===== config.mk =====
export PLATFORM = sky130hd
export DESIGN_NAME = q4_k_superblock_dequantizer
export DESIGN_NICKNAME = d
export VERILOG_FILES = /design/src/rtl/qkd_pkg.sv /design/src/rtl/q4_k_superblock_dequantizer.sv /design/src/rtl/qkd_front.sv /design/src/rtl/qkd_queue.sv /design/src/rtl/qkd_back.sv
export SDC_FILE = /design/constraint.sdc
export NUM_CORES = 2
export LEC_CHECK = 0
export ABC_AREA = 1
export BUFFER_PORTS_ARGS = -buffer_cell sky130_fd_sc_hd__buf_2
export CORE_ASPECT_RATIO = 0.9
export CORE_MARGIN = 2
export CORE_UTILIZATION = 60
export DETAILED_ROUTE_END_ITERATION = 8
export PLACE_DENSITY = 0.75
export SLEW_MARGIN = 20
export SYNTH_ARGS = -nofsm -noshare
export SYNTH_HDL_FRONTEND = slang
export SYNTH_HIERARCHICAL = 1
export SYNTH_SLANG_ARGS = --single-unit
export TNS_END_PERCENT = 10

===== constraint.sdc =====
create_clock -name aclk -period 42.6 [get_ports aclk]
set_input_delay 4.26 -clock aclk [delete_from_list [all_inputs] [get_ports aclk]]
set_output_delay 4.26 -clock aclk [all_outputs]
set_load 0.02 [all_outputs]

===== src/rtl/qkd_pkg.sv =====
// ----------------------------------------------------------------------------
// qkd_pkg
// Shared types, constants and helpers of the Q4_K super-block dequantizer.
// ----------------------------------------------------------------------------
package qkd_pkg;

    localparam int unsigned SB_BYTES    = 144;
    localparam int unsigned QUANT_START = 16;
    localparam int unsigned SUB_BYTES   = 12;
    localparam int unsigned GROUP_BYTES = 32;
    localparam int unsigned QUEUE_DEPTH = 2;

    localparam logic [31:0] NAN_BITS  = 32'h7FC0_0000;
    localparam logic [30:0] INF_MAG   = 31'h7F80_0000;
    localparam logic [31:0] NEG_ZERO  = 32'h8000_0000;
    localparam logic [4:0]  EXP_SPEC  = 5'd31;
    localparam logic [7:0]  EXP_TOP   = 8'd153;

    typedef struct packed {
        logic [5:0] sc;
        logic [5:0] mn;
    } sub_param_t;

    typedef struct packed {
        logic [GROUP_BYTES-1:0][7:0] quants;
        logic [15:0]                 d;
        logic [15:0]                 dmin;
        sub_param_t                  lo;
        sub_param_t                  hi;
    } job_t;

    function automatic sub_param_t sub_params(input logic [SUB_BYTES-1:0][7:0] p,
                                              input logic [2:0] idx);
        sub_param_t r;
        logic [1:0] j;
        j = idx[1:0];
        if (!idx[2]) begin
            r.sc = p[j][5:0];
            r.mn = p[3'(j) + 3'd4][5:0];
        end else begin
            r.sc = {p[j][7:6], p[4'(j) + 4'd8][3:0]};
            r.mn = {p[3'(j) + 3'd4][7:6], p[4'(j) + 4'd8][7:4]};
        end
        return r;
    endfunction

endpackage


===== src/rtl/q4_k_superblock_dequantizer.sv =====
// ----------------------------------------------------------------------------
// q4_k_superblock_dequantizer
// Q4_K super-block dequantizer: 144-byte super-blocks in, binary32 values out.
// ----------------------------------------------------------------------------
// Bytes are taken one per cycle; the 32nd byte of each quant group pushes a job
// into a two-entry queue and stalls only while that queue is full. The compute
// side issues one value per cycle while a job is queued and the output is not
// stalled, up to 64 per group, through a five-stage pipeline into the output
// register, so a super-block of up to 256 values is bounded by the single
// value per cycle of the result pipeline. element_count may be written only
// while no transaction is in flight.
module q4_k_superblock_dequantizer #(
    parameter int unsigned QUEUE_DEPTH = qkd_pkg::QUEUE_DEPTH
) (
    input  logic        aclk,
    input  logic        aresetn,
    input  logic        cfg_valid,
    output logic        cfg_ready,
    input  logic [31:0] cfg_data,
    input  logic        s_valid,
    output logic        s_ready,
    input  logic [7:0]  s_raw_byte,
    output logic        m_valid,
    input  logic        m_ready,
    output logic [31:0] m_value_bits,
    output logic        m_last_of_run
);

    logic [31:0]   element_count_reg;
    logic          push, push_ready, pop, pop_valid;
    qkd_pkg::job_t push_data, pop_data;

    assign cfg_ready = 1'b1;

    always_ff @(posedge aclk) begin
        if (!aresetn) begin
            element_count_reg <= 32'd0;
        end else if (cfg_valid) begin
            element_count_reg <= cfg_data;
        end
    end

    qkd_front u_front (
        .aclk       (aclk),
        .aresetn    (aresetn),
        .s_valid    (s_valid),
        .s_ready    (s_ready),
        .s_raw_byte (s_raw_byte),
        .job_push   (push),
        .job_data   (push_data),
        .job_ready  (push_ready)
    );

    qkd_queue #(
        .DEPTH (QUEUE_DEPTH)
    ) u_queue (
        .aclk       (aclk),
        .aresetn    (aresetn),
        .push       (push),
        .push_data  (push_data),
        .push_ready (push_ready),
        .pop        (pop),
        .pop_data   (pop_data),
        .pop_valid  (pop_valid)
    );

    qkd_back u_back (
        .aclk          (aclk),
        .aresetn       (aresetn),
        .element_count (element_count_reg),
        .job_valid     (pop_valid),
        .job_data      (pop_data),
        .job_pop       (pop),
        .m_valid       (m_valid),
        .m_ready       (m_ready),
        .m_value_bits  (m_value_bits),
        .m_last_of_run (m_last_of_run)
    );

endmodule


===== src/rtl/qkd_front.sv =====
// ----------------------------------------------------------------------------
// qkd_front
// Byte intake: tracks the super-block offset, holds the header fields and the
// current quant group, and hands a complete group to the job queue.
// ----------------------------------------------------------------------------
module qkd_front (
    input  logic          aclk,
    input  logic          aresetn,
    input  logic          s_valid,
    output logic          s_ready,
    input  logic [7:0]    s_raw_byte,
    output logic          job_push,
    output qkd_pkg::job_t job_data,
    input  logic          job_ready
);

    logic [7:0] pos_reg, pos_next;
    logic [15:0] d_reg;
    logic [15:0] dmin_reg;
    logic [qkd_pkg::SUB_BYTES-1:0][7:0] sub_reg;
    logic [7:0] quant_reg [qkd_pkg::GROUP_BYTES-1];

    logic       in_quant;
    logic [7:0] off;
    logic [4:0] idx;
    logic [1:0] grp;
    logic       group_end;
    logic       accept;
    logic [3:0] sub_idx;

    assign in_quant  = pos_reg >= 8'(qkd_pkg::QUANT_START);
    assign off       = pos_reg - 8'(qkd_pkg::QUANT_START);
    assign idx       = off[4:0];
    assign grp       = off[6:5];
    assign group_end = in_quant && (idx == 5'd31);
    assign sub_idx   = 4'(pos_reg - 8'd4);

    assign s_ready  = !group_end || job_ready;
    assign accept   = s_valid && s_ready;
    assign job_push = s_valid && group_end && job_ready;
    assign pos_next = (pos_reg == 8'(qkd_pkg::SB_BYTES - 1)) ? 8'd0 : pos_reg + 8'd1;

    always_comb begin
        for (int i = 0; i < qkd_pkg::GROUP_BYTES - 1; i++) begin
            job_data.quants[i] = quant_reg[i];
        end
        job_data.quants[qkd_pkg::GROUP_BYTES-1] = s_raw_byte;
        job_data.d    = d_reg;
        job_data.dmin = dmin_reg;
        job_data.lo   = qkd_pkg::sub_params(sub_reg, {grp, 1'b0});
        job_data.hi   = qkd_pkg::sub_params(sub_reg, {grp, 1'b1});
    end

    always_ff @(posedge aclk) begin
        if (!aresetn) begin
            pos_reg <= 8'd0;
        end else if (accept) begin
            pos_reg <= pos_next;
        end
    end

    always_ff @(posedge aclk) begin
        if (accept) begin
            case (pos_reg)
                8'd0: d_reg[7:0]     <= s_raw_byte;
                8'd1: d_reg[15:8]    <= s_raw_byte;
                8'd2: dmin_reg[7:0]  <= s_raw_byte;
                8'd3: dmin_reg[15:8] <= s_raw_byte;
                default: begin
                    if (!in_quant) begin
                        sub_reg[sub_idx] <= s_raw_byte;
                    end else if (!group_end) begin
                        quant_reg[idx] <= s_raw_byte;
                    end
                end
            endcase
        end
    end

endmodule


===== src/rtl/qkd_queue.sv =====
// ----------------------------------------------------------------------------
// qkd_queue
// Small first-word-fall-through job queue between intake and compute.
// ----------------------------------------------------------------------------
module qkd_queue #(
    parameter int unsigned DEPTH = qkd_pkg::QUEUE_DEPTH
) (
    input  logic          aclk,
    input  logic          aresetn,
    input  logic          push,
    input  qkd_pkg::job_t push_data,
    output logic          push_ready,
    input  logic          pop,
    output qkd_pkg::job_t pop_data,
    output logic          pop_valid
);

    localparam int unsigned PW = (DEPTH > 1) ? $clog2(DEPTH) : 1;
    localparam int unsigned CW = $clog2(DEPTH + 1);

    qkd_pkg::job_t mem [DEPTH];
    logic [PW-1:0] wr_reg, rd_reg;
    logic [CW-1:0] cnt_reg, cnt_next;

    assign push_ready = cnt_reg != CW'(DEPTH);
    assign pop_valid  = cnt_reg != '0;
    assign pop_data   = mem[rd_reg];

    always_comb begin
        cnt_next = cnt_reg;
        if (push && !pop) begin
            cnt_next = cnt_reg + CW'(1);
        end else if (pop && !push) begin
            cnt_next = cnt_reg - CW'(1);
        end
    end

    always_ff @(posedge aclk) begin
        if (!aresetn) begin
            wr_reg  <= '0;
            rd_reg  <= '0;
            cnt_reg <= '0;
        end else begin
            cnt_reg <= cnt_next;
            if (push) begin
                wr_reg <= (wr_reg == PW'(DEPTH - 1)) ? '0 : wr_reg + PW'(1);
            end
            if (pop) begin
                rd_reg <= (rd_reg == PW'(DEPTH - 1)) ? '0 : rd_reg + PW'(1);
            end
        end
    end

    always_ff @(posedge aclk) begin
        if (push) begin
            mem[wr_reg] <= push_data;
        end
    end

endmodule


===== src/rtl/qkd_back.sv =====
// ----------------------------------------------------------------------------
// qkd_back
// Walks the 64 values of a queued group, applies the element limit and runs
// the five-stage d*sc*q - dmin*m pipeline into the output register.
// ----------------------------------------------------------------------------
module qkd_back (
    input  logic          aclk,
    input  logic          aresetn,
    input  logic [31:0]   element_count,
    input  logic          job_valid,
    input  qkd_pkg::job_t job_data,
    output logic          job_pop,
    output logic          m_valid,
    input  logic          m_ready,
    output logic [31:0]   m_value_bits,
    output logic          m_last_of_run
);

    logic        adv;
    logic [5:0]  k_reg;
    logic [31:0] emitted_reg;
    logic        ok, at_end, issue, done;
    logic [7:0]  qb;
    logic [3:0]  q;
    qkd_pkg::sub_param_t sp;

    assign adv    = !m_valid || m_ready;
    assign ok     = emitted_reg < element_count;
    assign at_end = (k_reg == 6'd63) || ({1'b0, emitted_reg} + 33'd1 == {1'b0, element_count});
    assign issue  = job_valid && adv && ok;
    assign done   = job_valid && adv && (!ok || at_end);
    assign job_pop = done;

    assign qb = job_data.quants[k_reg[4:0]];
    assign q  = k_reg[5] ? qb[7:4] : qb[3:0];
    assign sp = k_reg[5] ? job_data.hi : job_data.lo;

    always_ff @(posedge aclk) begin
        if (!aresetn) begin
            k_reg       <= 6'd0;
            emitted_reg <= 32'd0;
        end else begin
            if (done) begin
                k_reg <= 6'd0;
            end else if (issue) begin
                k_reg <= k_reg + 6'd1;
            end
            if (issue) begin
                emitted_reg <= emitted_reg + 32'd1;
            end
        end
    end

    // stage 1: integer factor
    logic        v1, last1;
    logic [9:0]  ka1;
    logic [5:0]  mn1;
    logic [15:0] d1, dm1;

    // stage 2: exact products
    logic        v2, last2, sa2, sb2, nana2, infa2, nanb2, infb2;
    logic [20:0] maga2;
    logic [16:0] magb2;
    logic [4:0]  sha2, shb2;

    logic [4:0]  exa, exb;
    logic [10:0] manta, mantb;

    assign exa   = d1[14:10];
    assign exb   = dm1[14:10];
    assign manta = {exa != 5'd0, d1[9:0]};
    assign mantb = {exb != 5'd0, dm1[9:0]};

    // stage 3: aligned difference
    logic        v3, last3, spec3, sign3;
    logic [31:0] specbits3;
    logic [50:0] mag3;

    logic [50:0] va, vb;
    logic [51:0] sa, sb;
    logic [52:0] diff;
    logic [52:0] adiff;
    logic        spec;
    logic [31:0] specbits;

    always_comb begin
        va = 51'(maga2) << sha2;
        vb = 51'(magb2) << shb2;
        sa = sa2 ? -{1'b0, va} : {1'b0, va};
        sb = sb2 ? -{1'b0, vb} : {1'b0, vb};
        diff  = {sa[51], sa} - {sb[51], sb};
        adiff = diff[52] ? -diff : diff;
        spec = 1'b1;
        specbits = 32'd0;
        if (nana2 || nanb2) begin
            specbits = qkd_pkg::NAN_BITS;
        end else if (infa2 && infb2) begin
            specbits = (sa2 == sb2) ? qkd_pkg::NAN_BITS : {sa2, qkd_pkg::INF_MAG};
        end else if (infa2) begin
            specbits = {sa2, qkd_pkg::INF_MAG};
        end else if (infb2) begin
            specbits = {!sb2, qkd_pkg::INF_MAG};
        end else if (maga2 == '0 && magb2 == '0) begin
            specbits = (sa2 && !sb2) ? qkd_pkg::NEG_ZERO : 32'd0;
        end else if (diff == '0) begin
            specbits = 32'd0;
        end else begin
            spec = 1'b0;
        end
    end

    // stage 4: leading zero count
    logic        v4, last4, spec4, sign4;
    logic [31:0] specbits4;
    logic [50:0] mag4;
    logic [5:0]  lz4;
    logic [5:0]  lz;
    logic        found;

    always_comb begin
        lz = 6'd0;
        found = 1'b0;
        for (int i = 50; i >= 0; i--) begin
            if (!found && mag3[i]) begin
                lz = 6'(50 - i);
                found = 1'b1;
            end
        end
    end

    // stage 5: normalize, round, pack
    logic [50:0] norm;
    logic        rnd;
    logic [24:0] m;
    logic [7:0]  bexp;
    logic [31:0] packed_bits;

    always_comb begin
        norm = mag4 << lz4;
        rnd  = norm[26] && ((|norm[25:0]) || norm[27]);
        m    = {1'b0, norm[50:27]} + 25'(rnd);
        bexp = qkd_pkg::EXP_TOP - 8'(lz4) + 8'(m[24]);
        packed_bits = spec4 ? specbits4 : {sign4, bexp, m[24] ? 23'd0 : m[22:0]};
    end

    always_ff @(posedge aclk) begin
        if (!aresetn) begin
            v1 <= 1'b0;
            v2 <= 1'b0;
            v3 <= 1'b0;
            v4 <= 1'b0;
            m_valid <= 1'b0;
        end else if (adv) begin
            v1 <= issue;
            v2 <= v1;
            v3 <= v2;
            v4 <= v3;
            m_valid <= v4;
        end
    end

    always_ff @(posedge aclk) begin
        if (adv) begin
            ka1   <= 10'(sp.sc) * 10'(q);
            mn1   <= sp.mn;
            d1    <= job_data.d;
            dm1   <= job_data.dmin;
            last1 <= at_end;

            maga2 <= 21'(manta) * 21'(ka1);
            magb2 <= 17'(mantb) * 17'(mn1);
            sha2  <= (exa == 5'd0) ? 5'd0 : exa - 5'd1;
            shb2  <= (exb == 5'd0) ? 5'd0 : exb - 5'd1;
            sa2   <= d1[15];
            sb2   <= dm1[15];
            nana2 <= (exa == qkd_pkg::EXP_SPEC) && (d1[9:0] != '0 || ka1 == '0);
            infa2 <= (exa == qkd_pkg::EXP_SPEC) && d1[9:0] == '0 && ka1 != '0;
            nanb2 <= (exb == qkd_pkg::EXP_SPEC) && (dm1[9:0] != '0 || mn1 == '0);
            infb2 <= (exb == qkd_pkg::EXP_SPEC) && dm1[9:0] == '0 && mn1 != '0;
            last2 <= last1;

            spec3     <= spec;
            specbits3 <= specbits;
            sign3     <= diff[52];
            mag3      <= adiff[50:0];
            last3     <= last2;

            spec4     <= spec3;
            specbits4 <= specbits3;
            sign4     <= sign3;
            mag4      <= mag3;
            lz4       <= lz;
            last4     <= last3;

            m_value_bits  <= packed_bits;
            m_last_of_run <= last4;
        end
    end

endmodule


* Word-level counts from Yosys, hierarchy flattened *
Memory sizes are Yosys's and may differ from the RTL's. A register that Yosys moved wholly into a read port is not among the register bits.
Index checks and enable logic that the tools add are counted.

operators by class
  div/mod/pow operators = 0
  add/sub/neg operators = 23
  bitwise operators = 3
  reduce and logical (&&, ||, !) cells = 163
  shift operators = 3
  multiplexer cells = 146
  multiply operators = 3
  equality and inequality tests = 11
  magnitude comparators = 11

operator list
  operator               count
  $mux 32                7
  $mux 5                 32
  $mux 52                2
  $neg 51->52            2
  $bwmux 96              1
  $mux 8                 11
  $logic_and 1x1->1      70
  $bmux 8 s4             2
  $mux 1                 63
  $logic_not 1->1        56
  $logic_not 53->1       1
  $sub 52x52->53         1
  $mux 51                1
  $neg 51->51            1
  $shl 17x5->51          1
  $shl 21x5->51          1
  $shl 51x6->51          1
  $bmux 8 s3             2
  $bmux 8 s5             1
  $mux 12                3
  $mux 4                 9
  $add 32x1->33 const B  1
  $eq 33x32->1           1
  $add 32x1->32 const B  1
  54 further kinds       92

word-level totals
  memory bits (read-only) = 0
  logic and storage cells = 424
  bits in writable memories = 872
  memories = 2
  flip-flop bits (word level) = 530
  latch bits = 0
  bits of input ports = 45
  output and inout port bits = 36

memory list
  memory             words  bits a word  read ports  clocked after Yosys merged registers in  wr ports  line             text
  u_queue.mem        2      312          1           1                                        1         qkd_queue.sv:21  qkd_pkg::job_t mem [DEPTH];
  u_front.quant_reg  31     8            31          0                                        1         qkd_front.sv:21  logic [7:0] quant_reg [qkd_pkg::GROUP_BYTES-1];

* Longest topological paths before layout *
  depth in word-level cells = 151
  depth in mapped cells = 49
  gate-level depth less buffers = 48

* Cells and area by module *
Netlist, hierarchy kept.

modules (own cells, without submodules)
  module                       seq. area each (um^2)  cells each  area an instance (um^2)  times used
  qkd_back                     8578.2                 4730        33419.6                  1
  qkd_queue                    18838.1                1006        24098.1                  1
  qkd_front                    11451.0                719         13456.7                  1
  q4_k_superblock_dequantizer  640.6                  204         1346.3                   1

* Worst setup path after synthesis *
No wires, ideal clock.

  path kind = input -> register
  from = input s_valid
  to = memory u_queue/mem[0][0] (netlist bit), enable pin
  path buffers = 0
  path slack = 24.082 ns
  library setup time = 0.993 ns
  data required time = 41.607 ns
  cell stages on the path = 4
  arrival time = 17.525 ns
  cell sequence = nand3_1 > nor2_1 > inv_1 > nor2_1

between the ends
  word-level cells in the longest chain between the ends = 4

ends and longest elaborated chain
  what                             line                               text
  start, declared                  q4_k_superblock_dequantizer.sv:20  input logic s_valid,
  $logic_and 1x1->1 (2 in series)  qkd_front.sv:40                    assign job_push = s_valid && group_end && job_ready;
  via push                         q4_k_superblock_dequantizer.sv:30  logic push, push_ready, pop, pop_valid;
  $mux 1                           qkd_queue.sv:55                    if (push) begin
  $mux 1 (implied by the code)     qkd_queue.sv:56                    mem[wr_reg] <= push_data;
  end, declared                    qkd_queue.sv:21

The timed path passes the listed nets, and every way through them passes these cells.

* Final worst setup path *
  from = register u_back.shb2[1]
  to = register u_back.mag3[41], data pin

between the ends
  word-level cells in the longest chain between the ends = 6

ends and longest elaborated chain
  what                    line             text
  start, declared         qkd_back.sv:64   logic [4:0] sha2, shb2;
  start signal, assigned  qkd_back.sv:173  shb2 <= (exb == 5'd0) ? 5'd0 : exb - 5'd1;
  $shl 17x5->51 (*)       qkd_back.sv:88   vb = 51'(magb2) << shb2;
  $neg 51->52             qkd_back.sv:90   sb = sb2 ? -{1'b0, vb} : {1'b0, vb};
  $mux 52 (*)             qkd_back.sv:90
  $sub 52x52->53 (*)      qkd_back.sv:91   diff = {sa[51], sa} - {sb[51], sb};
  $neg 51->51             qkd_back.sv:92   adiff = diff[52] ? -diff : diff;
  $mux 51 (*)             qkd_back.sv:92
  via u_back.adiff[41]    qkd_back.sv:82   logic [52:0] adiff;
  end signal, assigned    qkd_back.sv:185  mag3 <= adiff[50:0];
  end, declared           qkd_back.sv:77   logic [50:0] mag3;

Mark *: on every way through the listed nets, which the timed path passes. The rest lies on a longest branch.
A chain may end at the register's enable or synchronous reset.

==> summary.md <==
| Metric | Value |
|---|---|
| Synth top area cells | `edfxtp_1, mux2_4, nand2_1` |
| Status | `finished, final reports clean` |
| Total Power | `2700 uW` |
| Largest net degree at the start of global routing | `165` |
| Reg clk slew, reported paths | `0.06 ns` |
| Placement Setup Slack | `34.97 ns` |
| Worst setup path end | `u_back/mag3[41]$_DFFE_PN_` |
| WL/cell | `19.9 um` |
| I/O Buffers | `79` |
| Syn avg cell area | `10.9 sq um` |
| Cell total after placement | `8118` |
| Fin cells | `8364` |
| Fin Setup TNS | `0 ns` |
| Area taken by multi-input logic gates | `28100 sq um` |
| Setup violators final | `0` |
| Commonest register cell after synthesis | `edfxtp_1` |
| Post-CTS Setup Bufs | `0` |
| Mux contribution to synthesized area | `7.18%` |
| First-pass DRT Iterations | `6` |
| Fillers | `8885` |
| Num CTS Buffers | `134` |
| Vias per inst | `5.77` |
| Post-route setup slack | `34.85 ns` |
| Max Cap Viol | `0` |
| Number of flip-flops in the largest register | `624` |
| Core footprint | `119000 sq um` |
| Vias in the first global route | `46700` |
| Slew margin rel. | `23.8%` |
| Hold-fix buffers, CTS | `0` |
| Post-synthesis sequential area ratio | `54.6%` |
| Post-DP HPWL | `111000 um` |
| Maximum fanout along the worst path | `42` |
| Clk_lat worst skew | `0.79 ns` |
| P per Cell Area | `34.6 nW/um^2` |
| Met3 GRT Util | `3.75%` |
| Layout cell share with drive strength beyond 1 | `12.9%` |
| HP Class | `flip-flop to flip-flop` |
| RR Startpoint | `u_back/shb2[1]$_SDFFCE_PP0N_` |
| Slew @ Worst Pin | `1.13 ns` |
| Post-synth top area share | `52.2%` |
| FFs w/ async S/R, synth | `0%` |
| Most used routing layer | `met2` |
| Synth Area in Simple Gates | `14.0%` |
| Mapped Area | `72300 sq um` |
| Vias | `48200` |
| Clock Sinks | `1345` |
| Initial DRC Count | `4796` |
| Critical path startpoint category | `flip-flop` |
| Static Leakage | `0.0313 uW` |
| Most frequent cells in the layout | `edfxtp_1, nand2_1, inv_1` |
| Root Buffer Master | `clkbuf_16` |
| H-tree depth | `4` |
| DR DRC count | `0` |
| Initial Utilization | `60.7%` |
| Post-layout nets | `7033` |
| Adder and majority gate portion of the synthesized area | `6.74%` |
| Critical setup path kind | `flip-flop to flip-flop` |
| Combinational family with the most area after synthesis | `simple AND/OR/NAND/NOR gates` |
| Worst EP required | `43.11 ns` |
| First-pass GRT wire length | `259000 um` |
| Die area | `123000 sq um` |
| Final hold vios | `0` |
| Routed wire length | `166000 um` |
| Initial antenna violation count | `5` |
| Worst hold start | `u_back/last1$_DFFE_PN_` |
| Met1 Track Usage GR | `37.8%` |
| Met2 usage | `43.7%` |
| Period utilization | `18.2%` |
| Min Tclk post-route | `7.75 ns` |
| #FFs+latches synth | `1345` |
| Sequential standard cell area | `39500 sq um` |
| Top Ports | `81` |
| CP Capture Type | `flip-flop` |
| Syn Nets | `7024` |
| Max Freq | `129 MHz` |
| Unrepaired setup endpoints after global routing | `false` |
| Gr usage total | `26.9%` |
| Most common cell after layout, fill and taps aside | `edfxtp_1` |
| DIE WIDTH | `370 um` |
| Row cnt | `120` |
| Synth Instances | `6659` |
| Most frequent CP cell | `nand2_1` |
| Worst vdd ir | `0.0656 mV` |
| ANT nets after route | `0` |
| Crit. Startpoint | `u_back/shb2[1]$_SDFFCE_PP0N_` |
| Hold_ws | `0.417 ns` |
| CP max stage delay | `0.62 ns` |
| GRT overflow | `0` |
| CTS tree | `yes` |
| RD Place Congestion | `0.985` |
| Count of flip-flops with a built-in enable after synthesis | `1257` |
| Compound-cell area share of the yosys netlist | `7.65%` |
| FF-to-FF End | `u_back/mag3[41]$_DFFE_PN_` |
| Slew Viols, Final | `0` |
| Worst R2R Path Depth | `41` |
| Synth cell types | `83` |
| Max clock buf depth | `3` |
| Syn. warnings | `6` |
| Area Growth Syn to Fin | `7.88%` |
| Clock Skew | `0.0484 ns` |
| Die Y | `333 um` |
| Xor/xnor share of the synthesized area | `3.06%` |
| Cell taking the most area after synthesis | `edfxtp_1` |
| Arr. time, crit path | `8.25 ns` |
| Slowest-stage cell, CP | `edfxtp_1` |
| Resize count post-CTS | `0` |
| Flop-to-flop setup slack | `34.85 ns` |
## synthesized netlist by cell type (7+ instances only)
cell / n
edfxtp_1: 1257
nand2_1: 1115
inv_1: 790
nor2_1: 651
o21ai_0: 473
mux2_4: 280
ha_1: 204
nand3_1: 203
xor2_1: 193
a21oi_1: 183
clkbuf_1: 142
fa_1: 116
dfxtp_1: 88
nor3_1: 86
mux2i_1: 63
nand4_1: 62
xnor2_1: 60
o22ai_1: 55
or2_2: 52
a31oi_1: 39
o211ai_1: 39
buf_2: 37
o221ai_1: 36
mux2_2: 32
buf_6: 31
nor4_1: 27
nor2_2: 26
o21ai_1: 25
buf_12: 22
nor3_2: 22
buf_4: 17
o21bai_1: 15
buf_1: 14
a211oi_1: 13
o21ai_2: 13
clkbuf_8: 11
nand2_2: 11
nand3_2: 11
nand4_2: 11
inv_2: 10
nor2_4: 10
o21a_1: 10
nor3b_2: 7
o41ai_1: 7
## cell type report
class	count	share of cell area, %
antenna	4	0.0128
clock buffer	163	4.45
clock inverter	79	1.25
inverter	806	3.91
multi-input combinational	4234	36.0
sequential	1345	50.7
tap	1586	2.54
timing repair buffer	147	1.23
## kinds of logic (layout without fill, tap and decap cells)
| family | Yosys count | after routing |
|---|---|---|
| AOI/OAI and AO/OA | 958 | 958 |
| xor gates and xnor gates | 253 | 253 |
| adders and majority gates | 320 | 320 |
| buffers and inverters | 1080 | 1195 |
| DFF | 1345 | 1345 |
| muxes | 375 | 375 |
| other | 1 | 5 |
| and+or+nand+nor | 2327 | 2327 |
## worst min-delay path by stage
| stage | depth (start not counted) | slack [ns] | to |
|---|---|---|---|
| 3_3_place_gp | 0 | 0.40 | u_back/sa2$_DFFE_PN_ |
| 2_1_floorplan | 0 | 0.40 | u_back/last2$_DFFE_PN_ |
| 5_1_grt | 0 | 0.42 | u_back/last2$_DFFE_PN_ |
| 4_1_cts | 0 | 0.42 | u_back/specbits4[31]$_DFFE_PN_ |
| 6_report | 0 | 0.42 | u_back/last2$_DFFE_PN_ |
| 3_5_place_dp | 0 | 0.41 | u_back/m_last_of_run$_DFFE_PN_ |
## stage by stage
| stage | instance area, sq um | util, % |
|---|---|---|
| after floorplan | 72300 | - |
| after global placement | 73500 | 61.7 |
| after detailed placement | 73500 | 61.7 |
| after CTS | 78000 | 65.4 |
| after global routing | 78000 | 65.4 |
| final | 78000 | 65.4 |
## metal layers
| layer | share of wire [%] | routed length (um) | vias up |
|---|---|---|---|
| met5 | 0.0078 | 13 | - |
| met4 | 2.7 | 4460 | 2 |
| met3 | 7.4 | 12400 | 294 |
| met2 | 47 | 78600 | 1902 |
| met1 | 43 | 70900 | 23200 |
| li1 | - | - | 22800 |
## critical path: cells and delay by family, from the launching register on
kind / cells / cell delay [ns]
AND/OR/NAND/NOR: 23 / 2.90
AO/OA/AOI/OAI: 8 / 1.68
buffers and inverters: 7 / 1.49
flip-flops: 1 / 0.62
adder cells (fa/ha/maj): 1 / 0.38
XOR/XNOR: 2 / 0.34
## where the power goes
group | total, uW | leakage [uW] | internal [uW] | switching (uW)
Combinational | 77.8 | 0.0167 | 21.8 | 56.0
Sequential | 1450 | 0.0125 | 1440 | 5.00
Clock | 1170 | 0.00212 | 651 | 523
Total | 2700 | 0.0313 | 2110 | 584
Power figures use the tool's default switching activity.
